--- config.mk ---
export PLATFORM = sky130hd
export DESIGN_NAME = script_call_scanner_unit
export DESIGN_NICKNAME = d
export VERILOG_FILES = /design/src/scs_pkg.sv /design/src/scs_front.sv /design/src/scs_queue.sv /design/src/scs_back.sv /design/src/script_call_scanner_unit.sv
export VERILOG_INCLUDE_DIRS = /design/src /design/src/src
export SDC_FILE = /design/constraint.sdc
export NUM_CORES = 2
export LEC_CHECK = 0
export BUFFER_PORTS_ARGS = -buffer_cell sky130_fd_sc_hd__clkbuf_2
export CAP_MARGIN = 20
export CORE_ASPECT_RATIO = 0.6
export CORE_MARGIN = 2
export CORE_UTILIZATION = 45
export CTS_CLUSTER_DIAMETER = 150
export CTS_CLUSTER_SIZE = 40
export DETAILED_ROUTE_END_ITERATION = 12
export GPL_ROUTABILITY_DRIVEN = 0
export SLEW_MARGIN = 20
export SYNTH_ARGS = -nofsm -noshare
export SYNTH_HDL_FRONTEND = slang
export SYNTH_SLANG_ARGS = --single-unit
--- constraint.sdc ---
create_clock -name i_clk -period 14.37 [get_ports i_clk]
set_clock_uncertainty 0.1 [all_clocks]
set_input_delay 1.437 -clock i_clk [delete_from_list [all_inputs] [get_ports i_clk]]
set_output_delay 1.437 -clock i_clk [all_outputs]
set_load 0.03 [all_outputs]
--- src/script_call_scanner_unit_assert.svh ---
// Assertion macros for the script call scanner.
// Used by the top level; expects i_clk and i_rst_n in scope.
`ifndef SCRIPT_CALL_SCANNER_UNIT_ASSERT_SVH
`define SCRIPT_CALL_SCANNER_UNIT_ASSERT_SVH

// same-cycle implication
`define SCS_ASSERT_NOW(label, ante, cons, msg) \
    label: assert property (@(posedge i_clk) disable iff (!i_rst_n) (ante) |-> (cons)) \
        else $error(msg);

// next-cycle implication
`define SCS_ASSERT_NEXT(label, ante, cons, msg) \
    label: assert property (@(posedge i_clk) disable iff (!i_rst_n) (ante) |=> (cons)) \
        else $error(msg);

`endif

--- src/scs_pkg.sv ---
// Types, codes and helpers shared by the script call scanner modules.
// No dependencies.
package scs_pkg;

    localparam int NAME_MAX = 4;   // name slots in the parser state
    localparam int MAX_EV   = 5;   // most events one text byte can cause

    // event codes
    localparam logic [2:0] EV_CALL       = 3'd0;
    localparam logic [2:0] EV_PARAM_BYTE = 3'd1;
    localparam logic [2:0] EV_PARAM_DONE = 3'd2;
    localparam logic [2:0] EV_CALL_DONE  = 3'd3;
    localparam logic [2:0] EV_TEXT_DONE  = 3'd4;

    // parse phases
    localparam logic [1:0] PH_IDLE  = 2'd0;
    localparam logic [1:0] PH_MATCH = 2'd1;
    localparam logic [1:0] PH_AWAIT = 2'd2;
    localparam logic [1:0] PH_PARAM = 2'd3;

    // line phases
    localparam logic [1:0] LP_LEAD    = 2'd0;
    localparam logic [1:0] LP_BODY    = 2'd1;
    localparam logic [1:0] LP_COMMENT = 2'd2;

    // characters
    localparam logic [7:0] CH_DOT    = 8'h2e;
    localparam logic [7:0] CH_COLON  = 8'h3a;
    localparam logic [7:0] CH_DASH   = 8'h2d;
    localparam logic [7:0] CH_CR     = 8'h0d;
    localparam logic [7:0] CH_LF     = 8'h0a;
    localparam logic [7:0] CH_LPAREN = 8'h28;
    localparam logic [7:0] CH_COMMA  = 8'h2c;
    localparam logic [7:0] CH_RPAREN = 8'h29;
    localparam logic [7:0] CH_SPACE  = 8'h20;
    localparam logic [7:0] CH_TAB    = 8'h09;

    typedef struct packed {
        logic [7:0] text_byte;
        logic       end_of_text;
    } t_in_item;

    typedef struct packed {
        logic [2:0] event_res;
        logic [1:0] name_index;
        logic [7:0] byte_value;
        logic       clean_end;
        logic       last;
    } t_out_item;

    // events of one text byte
    typedef struct packed {
        t_out_item [MAX_EV-1:0] ev;
        logic [2:0]             cnt;
    } t_pkt;

    typedef struct packed {
        logic [1:0]                phase;
        logic                      param_open;
        logic [NAME_MAX-1:0]       live;
        logic [NAME_MAX-1:0][4:0]  pos;
    } t_pstate;

    function automatic t_pkt scs_emit(t_pkt e, logic [2:0] code, logic [1:0] idx,
                                      logic [7:0] b, logic clean);
        if (e.cnt < 3'(MAX_EV)) begin
            e.ev[e.cnt] = '{event_res: code, name_index: idx, byte_value: b,
                            clean_end: clean, last: 1'b0};
            e.cnt = e.cnt + 3'd1;
        end
        return e;
    endfunction

    function automatic logic scs_is_eol(logic [7:0] b);
        return (b == CH_CR) || (b == CH_LF);
    endfunction

endpackage

--- src/scs_front.sv ---
// Front end: name registers, line/comment tracking and call parser.
// Turns each text byte into a packet of events. Uses scs_pkg.
module scs_front import scs_pkg::*; #(
    parameter int NAME_COUNT = 4,
    parameter int NAME_BYTES = 16
) (
    input  logic        i_clk,
    input  logic        i_rst_n,
    input  logic        i_cfg_we,
    input  logic [2:0]  i_cfg_idx,
    input  logic [63:0] i_cfg_data,
    input  logic        i_in_valid,
    input  t_in_item    i_in_item,
    output logic        o_in_ready,
    output logic        o_push,
    output t_pkt        o_pkt,
    input  logic        i_q_ready
);

    typedef logic [NAME_COUNT-1:0][127:0] t_name_set;

    typedef struct packed {
        t_pstate st;
        t_pkt    evs;
    } t_pres;

    t_name_set  r_name;
    logic [1:0] r_line, n_line;
    logic       r_eol, n_eol;
    logic       r_held, n_held;
    logic       r_mid, n_mid;
    t_pstate    r_ps, n_ps;
    t_pkt       w_evs;
    logic       w_acc;

    function automatic logic [7:0] name_byte(t_name_set nm, int i, logic [4:0] k);
        logic [7:0] r;
        r = '0;
        if (32'(k) < NAME_BYTES) r = nm[i][{k[3:0], 3'b000} +: 8];
        return r;
    endfunction

    function automatic t_pkt skip_b(t_pstate s, t_pkt e, logic [7:0] b);
        if (s.phase == PH_PARAM && s.param_open) e = scs_emit(e, EV_PARAM_BYTE, 2'd0, b, 1'b0);
        return e;
    endfunction

    function automatic t_pres parse_b(t_name_set nm, t_pstate s, t_pkt e, logic [7:0] b);
        t_pres      r;
        logic       passed;
        logic [7:0] c;
        logic [4:0] np;
        r.st = s;
        r.evs = e;
        passed = 1'b0;
        unique case (s.phase)
            PH_IDLE: begin
                if (b == CH_DOT || b == CH_COLON) begin
                    for (int i = 0; i < NAME_COUNT; i++) begin
                        r.st.pos[i] = '0;
                        r.st.live[i] = 1'b1;
                    end
                    r.st.phase = PH_MATCH;
                end
            end
            PH_MATCH: begin
                for (int i = 0; i < NAME_COUNT; i++) begin
                    if (s.live[i]) begin
                        c = name_byte(nm, i, s.pos[i]);
                        if (c != 8'd0 && c == b) begin
                            np = s.pos[i] + 5'd1;
                            r.st.pos[i] = np;
                            passed = 1'b1;
                            if (name_byte(nm, i, np) == 8'd0) begin
                                r.evs = scs_emit(r.evs, EV_CALL, 2'(i), 8'd0, 1'b0);
                                r.st.param_open = 1'b0;
                                r.st.phase = PH_AWAIT;
                            end
                        end else begin
                            r.st.live[i] = 1'b0;
                        end
                    end
                end
                if (!passed) r.st.phase = PH_IDLE;
            end
            PH_AWAIT: begin
                if (b == CH_LPAREN) r.st.phase = PH_PARAM;
            end
            PH_PARAM: begin
                if (b == CH_COMMA) begin
                    if (s.param_open) r.evs = scs_emit(r.evs, EV_PARAM_DONE, 2'd0, 8'd0, 1'b0);
                    r.st.param_open = 1'b0;
                end else if (b == CH_RPAREN) begin
                    if (s.param_open) r.evs = scs_emit(r.evs, EV_PARAM_DONE, 2'd0, 8'd0, 1'b0);
                    r.evs = scs_emit(r.evs, EV_CALL_DONE, 2'd0, 8'd0, 1'b0);
                    r.st.param_open = 1'b0;
                    r.st.phase = PH_IDLE;
                end else begin
                    r.st.param_open = 1'b1;
                    r.evs = scs_emit(r.evs, EV_PARAM_BYTE, 2'd0, b, 1'b0);
                end
            end
            default: ;
        endcase
        return r;
    endfunction

    always_comb begin
        logic [7:0] b;
        logic       fin, done;
        t_pres      pr;
        b = i_in_item.text_byte;
        fin = i_in_item.end_of_text;
        done = 1'b0;
        n_line = r_line;
        n_eol = r_eol;
        n_held = r_held;
        n_mid = 1'b1;
        n_ps = r_ps;
        w_evs = '0;
        pr = '0;
        if (!r_mid && fin) begin
            w_evs = scs_emit(w_evs, EV_TEXT_DONE, 2'd0, 8'd0, 1'b1);
        end else begin
            if (n_line != LP_LEAD && n_eol && !scs_is_eol(b)) begin
                n_line = LP_LEAD;
                n_eol = 1'b0;
            end
            if (n_line == LP_COMMENT) begin
                w_evs = skip_b(n_ps, w_evs, b);
                if (scs_is_eol(b)) n_eol = 1'b1;
                done = 1'b1;
            end else if (n_line == LP_LEAD) begin
                if (n_held) begin
                    n_held = 1'b0;
                    if (b == CH_DASH) begin
                        w_evs = skip_b(n_ps, w_evs, CH_DASH);
                        w_evs = skip_b(n_ps, w_evs, CH_DASH);
                        n_line = LP_COMMENT;
                        n_eol = 1'b0;
                        done = 1'b1;
                    end else begin
                        pr = parse_b(r_name, n_ps, w_evs, CH_DASH);
                        n_ps = pr.st;
                        w_evs = pr.evs;
                        n_line = LP_BODY;
                    end
                end else if (b == CH_SPACE || b == CH_TAB) begin
                    w_evs = skip_b(n_ps, w_evs, b);
                    done = 1'b1;
                end else if (b == CH_DASH && !fin) begin
                    n_held = 1'b1;
                    done = 1'b1;
                end else begin
                    n_line = LP_BODY;
                end
            end
            if (!done) begin
                pr = parse_b(r_name, n_ps, w_evs, b);
                n_ps = pr.st;
                w_evs = pr.evs;
                if (scs_is_eol(b)) n_eol = 1'b1;
            end
            if (fin) begin
                w_evs = scs_emit(w_evs, EV_TEXT_DONE, 2'd0, 8'd0, n_ps.phase == PH_IDLE);
            end
        end
        if (fin) begin
            n_line = LP_LEAD;
            n_eol = 1'b0;
            n_held = 1'b0;
            n_mid = 1'b0;
            n_ps = '0;
        end
    end

    assign o_in_ready = i_q_ready;
    assign w_acc = i_in_valid && i_q_ready;
    assign o_push = i_in_valid && (w_evs.cnt != 3'd0);
    assign o_pkt = w_evs;

    always_ff @(posedge i_clk) begin
        if (!i_rst_n) begin
            r_name <= '0;
            r_line <= LP_LEAD;
            r_eol <= 1'b0;
            r_held <= 1'b0;
            r_mid <= 1'b0;
            r_ps <= '0;
        end else begin
            for (int i = 0; i < NAME_COUNT; i++) begin
                if (i_cfg_we && i_cfg_idx[2:1] == 2'(i)) begin
                    if (i_cfg_idx[0]) r_name[i][127:64] <= i_cfg_data;
                    else r_name[i][63:0] <= i_cfg_data;
                end
            end
            if (w_acc) begin
                r_line <= n_line;
                r_eol <= n_eol;
                r_held <= n_held;
                r_mid <= n_mid;
                r_ps <= n_ps;
            end
        end
    end

endmodule

--- src/scs_queue.sv ---
// Two-entry packet queue between front end and back end.
// Uses scs_pkg for the packet type.
module scs_queue import scs_pkg::*; (
    input  logic i_clk,
    input  logic i_rst_n,
    input  logic i_push,
    input  t_pkt i_pkt,
    output logic o_ready,
    output logic o_valid,
    output t_pkt o_pkt,
    input  logic i_pop
);

    t_pkt       r_mem [2];
    logic       r_wr, r_rd;
    logic [1:0] r_cnt;
    logic       w_wen, w_ren;

    assign o_ready = (r_cnt != 2'd2);
    assign o_valid = (r_cnt != 2'd0);
    assign o_pkt = r_mem[r_rd];
    assign w_wen = i_push && o_ready;
    assign w_ren = i_pop && o_valid;

    always_ff @(posedge i_clk) begin
        if (w_wen) r_mem[r_wr] <= i_pkt;
    end

    always_ff @(posedge i_clk) begin
        if (!i_rst_n) begin
            r_wr <= 1'b0;
            r_rd <= 1'b0;
            r_cnt <= 2'd0;
        end else begin
            if (w_wen) r_wr <= ~r_wr;
            if (w_ren) r_rd <= ~r_rd;
            r_cnt <= r_cnt + 2'(w_wen) - 2'(w_ren);
        end
    end

endmodule

--- src/scs_back.sv ---
// Back end: unpacks event packets and hands out one result item a cycle while the output is ready.
// Uses scs_pkg.
module scs_back import scs_pkg::*; (
    input  logic      i_clk,
    input  logic      i_rst_n,
    input  logic      i_q_valid,
    input  t_pkt      i_q_pkt,
    output logic      o_q_pop,
    output logic      o_out_valid,
    output t_out_item o_out_item,
    input  logic      i_out_ready
);

    t_pkt       r_pkt;
    logic       r_valid;
    logic [2:0] r_slot;
    logic       w_last, w_load;

    assign w_last = (r_slot == r_pkt.cnt - 3'd1);
    assign w_load = !r_valid || (i_out_ready && w_last);
    assign o_q_pop = w_load;
    assign o_out_valid = r_valid;

    always_comb begin
        o_out_item = r_pkt.ev[r_slot];
        o_out_item.last = w_last;
    end

    always_ff @(posedge i_clk) begin
        if (w_load && i_q_valid) r_pkt <= i_q_pkt;
    end

    always_ff @(posedge i_clk) begin
        if (!i_rst_n) begin
            r_valid <= 1'b0;
            r_slot <= 3'd0;
        end else if (w_load) begin
            r_valid <= i_q_valid;
            r_slot <= 3'd0;
        end else if (i_out_ready) begin
            r_slot <= r_slot + 3'd1;
        end
    end

endmodule

--- src/script_call_scanner_unit.sv ---
// Script call scanner: takes script text one byte per item and reports calls to up to
// NAME_COUNT configured names (dot or colon, name, '(' parameters ')'), their parameter
// bytes and ends, and a text-done item on the last byte. A byte is taken every cycle while
// the two-packet queue has room; each byte yields a packet of zero to five result items,
// which the back end hands out at one item per cycle while the output is ready, so input
// keeps pace unless a byte has several items or the output stalls. Name registers must be
// written through the plain write port while the block is idle; the block does not check.
// Uses scs_pkg, scs_front, scs_queue, scs_back.
module script_call_scanner_unit import scs_pkg::*; #(
    parameter int NAME_COUNT = 4,
    parameter int NAME_BYTES = 16
) (
    input  logic        i_clk,
    input  logic        i_rst_n,
    input  logic        i_cfg_we,
    input  logic [2:0]  i_cfg_idx,
    input  logic [63:0] i_cfg_data,
    input  logic        i_in_valid,
    output logic        o_in_ready,
    input  t_in_item    i_in_item,
    output logic        o_out_valid,
    input  logic        i_out_ready,
    output t_out_item   o_out_item
);

    logic w_push, w_q_ready, w_q_valid, w_pop;
    t_pkt w_pkt_in, w_pkt_out;

    // front: classify bytes, track line and call state, build event packets
    scs_front #(.NAME_COUNT(NAME_COUNT), .NAME_BYTES(NAME_BYTES)) u_front (
        .i_clk(i_clk), .i_rst_n(i_rst_n),
        .i_cfg_we(i_cfg_we), .i_cfg_idx(i_cfg_idx), .i_cfg_data(i_cfg_data),
        .i_in_valid(i_in_valid), .i_in_item(i_in_item), .o_in_ready(o_in_ready),
        .o_push(w_push), .o_pkt(w_pkt_in), .i_q_ready(w_q_ready)
    );

    // decoupling queue
    scs_queue u_queue (
        .i_clk(i_clk), .i_rst_n(i_rst_n),
        .i_push(w_push), .i_pkt(w_pkt_in), .o_ready(w_q_ready),
        .o_valid(w_q_valid), .o_pkt(w_pkt_out), .i_pop(w_pop)
    );

    // back: one result item per cycle while the output is ready
    scs_back u_back (
        .i_clk(i_clk), .i_rst_n(i_rst_n),
        .i_q_valid(w_q_valid), .i_q_pkt(w_pkt_out), .o_q_pop(w_pop),
        .o_out_valid(o_out_valid), .o_out_item(o_out_item), .i_out_ready(i_out_ready)
    );

`include "script_call_scanner_unit_assert.svh"

    `SCS_ASSERT_NOW(a_push_room, w_push && o_in_ready, w_q_ready, "push into full queue")
    `SCS_ASSERT_NOW(a_ev_code, o_out_valid, o_out_item.event_res <= EV_TEXT_DONE, "bad event code")
    `SCS_ASSERT_NOW(a_call_idx, o_out_valid && o_out_item.event_res == EV_CALL, 32'(o_out_item.name_index) < NAME_COUNT, "call for unconfigured slot")
    `SCS_ASSERT_NEXT(a_text_idle, i_in_valid && o_in_ready && i_in_item.end_of_text, o_out_valid || w_q_valid, "text done lost")

endmodule

Yosys cells after proc, flatten, opt, wreduce, memory -nomap -nowiden --
Memory sizes are Yosys's and may differ from the RTL's. A register that Yosys moved wholly into a read port is not among the register bits. Index checks and enable logic that the tools add are counted.
Storage, ports and cells: flip-flop bits (word level) 552, bits in writable memories 156, input bits 81, output and inout port bits 17, logic and storage cells 616, memories kept 1
Memory list:
- u_queue.r_mem | depth 2, width 78, rd ports 1, clocked after memory_dff 1, write ports 1, line scs_queue.sv:14 | t_pkt r_mem [2];
Cells by class: add/subtract/negate cells 22, $lt $le $gt $ge 47, eq/ne operators 31, shift operators 16, mux-type cells 367, bitwise logic cells 33, reductions and logical operators 75
Operators with widths (count):
- 78-bit 2-to-1 mux | 73
- 128-bit by 8-bit variable part select with 8-bit output | 16
- 83-bit 2-to-1 mux | 13
- 8-bit 2-to-1 mux | 112
- 15-bit demux with 3-bit select | 10
- 70-bit AND | 5
- 70-bit inverter | 5
- 78-bit one-hot mux with 2 select lines | 2
- 27-bit 2-to-1 mux | 9
- 65-bit AND | 3
- 65-bit inverter | 3
- 15-bit 2-to-1 mux | 11
- 75-bit bitwise mux | 2
- 3-bit 2-to-1 mux | 31
- 8-bit by 6-bit equality test with 1-bit output (second input constant) | 11
- 5-bit < comparator (second input constant) | 16
- 75-bit AND | 1
- 75-bit inverter | 1
- 8-bit logical NOT | 8
- 1-bit 2-to-1 mux | 64
- 8-bit nonzero test | 8
- 5-bit 2-to-1 mux | 12
- 50-bit AND | 1
- 50-bit inverter | 1
- other kinds (35) | 173

Depth between registers and ports, before layout --
depth in word-level cells 143, gate-level depth with buffers 52, gate-level depth less buffers 45

Modules after synthesis --
A second synthesis with hierarchy kept.
Second synthesis, totals: cell total of the unflattened synthesis 5831, area, all modules 49409.9 sq um
By module, submodules not included:
- scs_front | times used 1, cells each 5397, area each 40465.1 sq um, seq. area each 10890.4 sq um
- scs_queue | times used 1, cells each 267, area each 5941.9 sq um, seq. area each 4784.6 sq um
- scs_back | times used 1, cells each 167, area each 3002.9 sq um, seq. area each 2272.2 sq um

Least setup slack after synthesis --
OpenSTA, ideal clock, no wires.
path kind input to register, start point input i_in_item[7] (netlist name), end point memory u_queue.r_mem[0][0] (netlist name), enable pin, library setup time 0.505 ns, data arrival time 12.804 ns, required time 13.765 ns, slack 0.961 ns, cell stages on the path 43, buffers on the path 7, path through buf_4 -> or4_1 -> o211a_1 -> o21ai_2 -> nor2_1 -> a32o_4 -> xnor2_2 -> inv_4 -> buf_8 -> buf_8 -> buf_8 -> ha_1 -> inv_1 -> mux4_2 -> nand3_1 -> nand4_1 -> a21o_1 -> or3_1 -> [... 7 more ...] -> a221oi_1 -> clkbuf_1 -> a21bo_2 -> a32oi_1 -> inv_1 -> ha_1 -> nand2_1 -> o21ai_0 -> nand2_1 -> a21o_1 -> buf_4 -> inv_1 -> ha_1 -> nand2_1 -> and4b_1 -> a311oi_2 -> o21bai_2 -> nor2_1
RTL lines:
- from (decl) | line script_call_scanner_unit.sv:20 | input t_in_item i_in_item,
- to (decl) | line scs_queue.sv:14

==> flow_summary.ini <==
[clock_network]
ctsRootBufferMaster = clkbuf_16
cts_setup_buffers = 0
clk_pin_slew_ps = 160
clk_path_buf_depth = 3
clkLatencyLatePin_ps = 710
ctsResizeCount = 0
postCtsHoldBufs = 0
cts_inserted_buffers = 23
cts_max_level = 1
cts_sinks = 771
cts_tree = done

[setup_path]
max_stage_delay_ps = 940
cp_data_required_time_ps = 14640
path_common_cell = ha_1
cp.arrival_ps = 13120
crit_path_top_delay_cell = o311ai_0
path_class = reg2reg
cp-end-kind = flip-flop
path_max_fanout = 46
start_kind = flip-flop

[floorplan]
start_util = 0.454
coreArea_sq_um = 107000
chipHeight_microns = 259
rows = 93
dieArea_sq_um = 111000
ios = 98
die_w_microns = 429

[pwr]
ir_worst_vdd_v = 0.000101
power_density_nw_per_um2 = 84.6
power.leakage_uw = 0.0161

[job]
drv_cap = 0

[timing]
setup_tns_ps = 0
worst_hold_slack_ps = 403
finalSetupViolations = 0
max_freq_mhz = 77.8
slew_violations = 0
slew_headroom = 0.197
worstMarginPinSlew_ps = 1190
hold_violations = 0
post-route-min-period_ps = 12850
rsz0062_at_grt = false
fin_crit_sh = 0.894

[final_layout]
seqCellArea_sq_um = 17600
final_util = 0.473
post_route_cells_drive_above_1_share = 0.101
multi_input_area_sq_um = 29000
final_cell_area_sq_um = 50700
syn_to_final_growth_pct = 4.20
fin_nets = 5729
fillers = 10500

[global_route]
first_global_vias = 42000
grt_max_degree = 138
gr-total-overflow = 0
grt_pass1_wl_microns = 299000
grt_util_all_layers = 0.360
antenna_found_initial = 12

[synthesis]
yosysTopAreaCell = dfxtp_1
synth-edff-count = 219
synthArstFlopShare = 0
ys_seq_area_frac = 0.362
ys_ff_latch = 771
yosysWarningCount = 0
synth.top_cell.area_share = 0.227
syn_avg_cell_area_sq_um = 8.37
synth_cells = 5817
synthTopCellsByArea = dfxtp_1, edfxtp_1, nand2_1, a21boi_0, mux4_2
yosys_most_used_dff = dfxtp_1
synth.cell_area_sq_um = 48700
synth.distinct_cells = 123

[route]
ant_nets = 0
via_per_inst = 6.79
dr.pass1.iters = 11
num_vias = 48000
initialDrtViolationCount = 8961
route.detailed.drc = 0
wl_per_cell_microns = 29.5
wirelength_microns = 209000

[hold_path]
hold_path.class = reg2reg

[status]
status = completed

[place]
place_area_sq_um = 50100
numPortBuffers = 97
hpwl_microns = 148000
[through the flow]
step	instances	power, uW	worst slack (ps)
5_1_grt	7060	4420	990
2_1_floorplan	5864	3010	961
3_5_place_dp	7026	3290	1420
3_3_place_gp	7026	3290	1710
6_report	7071	4290	1520
4_1_cts	7060	4270	1870
[cells by family (layout without fill, tap and decap cells)]
group           Yosys count  after routing  share of synthesized area
simple gates           2521           2521                      0.236
compound gates         1516           1516                      0.224
flops                   771            771                      0.362
buf+inv                 541            312                     0.0485
mux                     389            389                      0.113
xor+xnor                 56             56                     0.0111
fa+ha+maj                22             22                    0.00565
other cells               1             59                  0.0000770
[flip-flops by register name, summed over array words and instances, names as in the netlist]
name,flops
u_front.r_ps,27
u_queue.r_cnt,2
u_queue.r_rd,1
u_queue.r_mem,146
u_queue.r_wr,1
u_front.r_name,512
u_front.r_held,1
u_back.r_pkt,73
u_back.r_slot,3
u_back.o_out_valid,1
u_front.r_eol,1
u_front.r_line,2
u_front.r_mid,1
[path summary, 6_finish.rpt]
check                           slack (ps)  cells after the start                              from                          endpoint
worst min register to register         400                      2  u_front.r_name[292]$_SDFFE_PN0P_  u_front.r_name[292]$_SDFFE_PN0P_
worst min-delay path                   400                      2  u_front.r_name[292]$_SDFFE_PN0P_  u_front.r_name[292]$_SDFFE_PN0P_
worst max register to register        1520                     40      u_front.r_ps[1]$_SDFFE_PN0P_    u_queue.r_mem[1][54]$_DFFE_PP_
worst max-delay path                  1520                     40      u_front.r_ps[1]$_SDFFE_PN0P_    u_queue.r_mem[1][54]$_DFFE_PP_
[cells in the mapped netlist, drive strengths merged (40+ instances only)]
cell type,count
a211oi,50
nor4,112
dfxtp,552
xnor2,40
a22oi,43
buf,109
o22ai,68
and2,46
clkbuf,355
nand4,64
nand3,194
nor2,285
inv,72
nor2b,50
nor3,149
o21ai,196
mux2i,174
a21oi,214
mux2,97
mux4,118
a21boi,527
edfxtp,219
nand2,1379
[critical path, delay by kind of cell, from the launching register on]
kind / cells / cell delay, ps
compound gates: 14 / 4820
fa+ha+maj: 7 / 2270
buf+inv: 7 / 1380
flops: 1 / 900
simple gates: 12 / 2970
[where the power goes]
group / switching (uW) / internal [uW]
Combinational: 524 / 255
Clock: 710 / 307
Sequential: 88.2 / 2410
[routing by layer]
layer  share of wire  routed length, microns  track usage  up-vias
met5          0.0015                     311       0.0160        -
met4           0.040                    8390        0.119       16
met3            0.17                   35800        0.183      520
met2            0.37                   78200        0.465     3576
met1            0.41                   86100        0.507    23100
li1                -                       -            -    20800
[cells in the final DEF, fill, tap and decap left out, drive strengths merged, types with 50 or more instances in the layout]
cell type	count
a211oi	50
a21boi	527
a21oi	214
buf	106
clkbuf	127
dfxtp	552
edfxtp	219
inv	75
mux2	97
mux2i	174
mux4	118
nand2	1379
nand3	194
nand4	64
nor2	285
nor2b	50
nor3	149
nor4	112
o21ai	196
o22ai	68
[cell type report]
type,count,share of cell area
multi-input combinational,4552,0.572
sequential,771,0.348
tap,1425,0.0351
timing repair buffer,202,0.0258
clock buffer,31,0.0119
inverter,76,0.00567
clock inverter,3,0.000789
antenna,11,0.000542
Power figures use the tool's default switching activity.
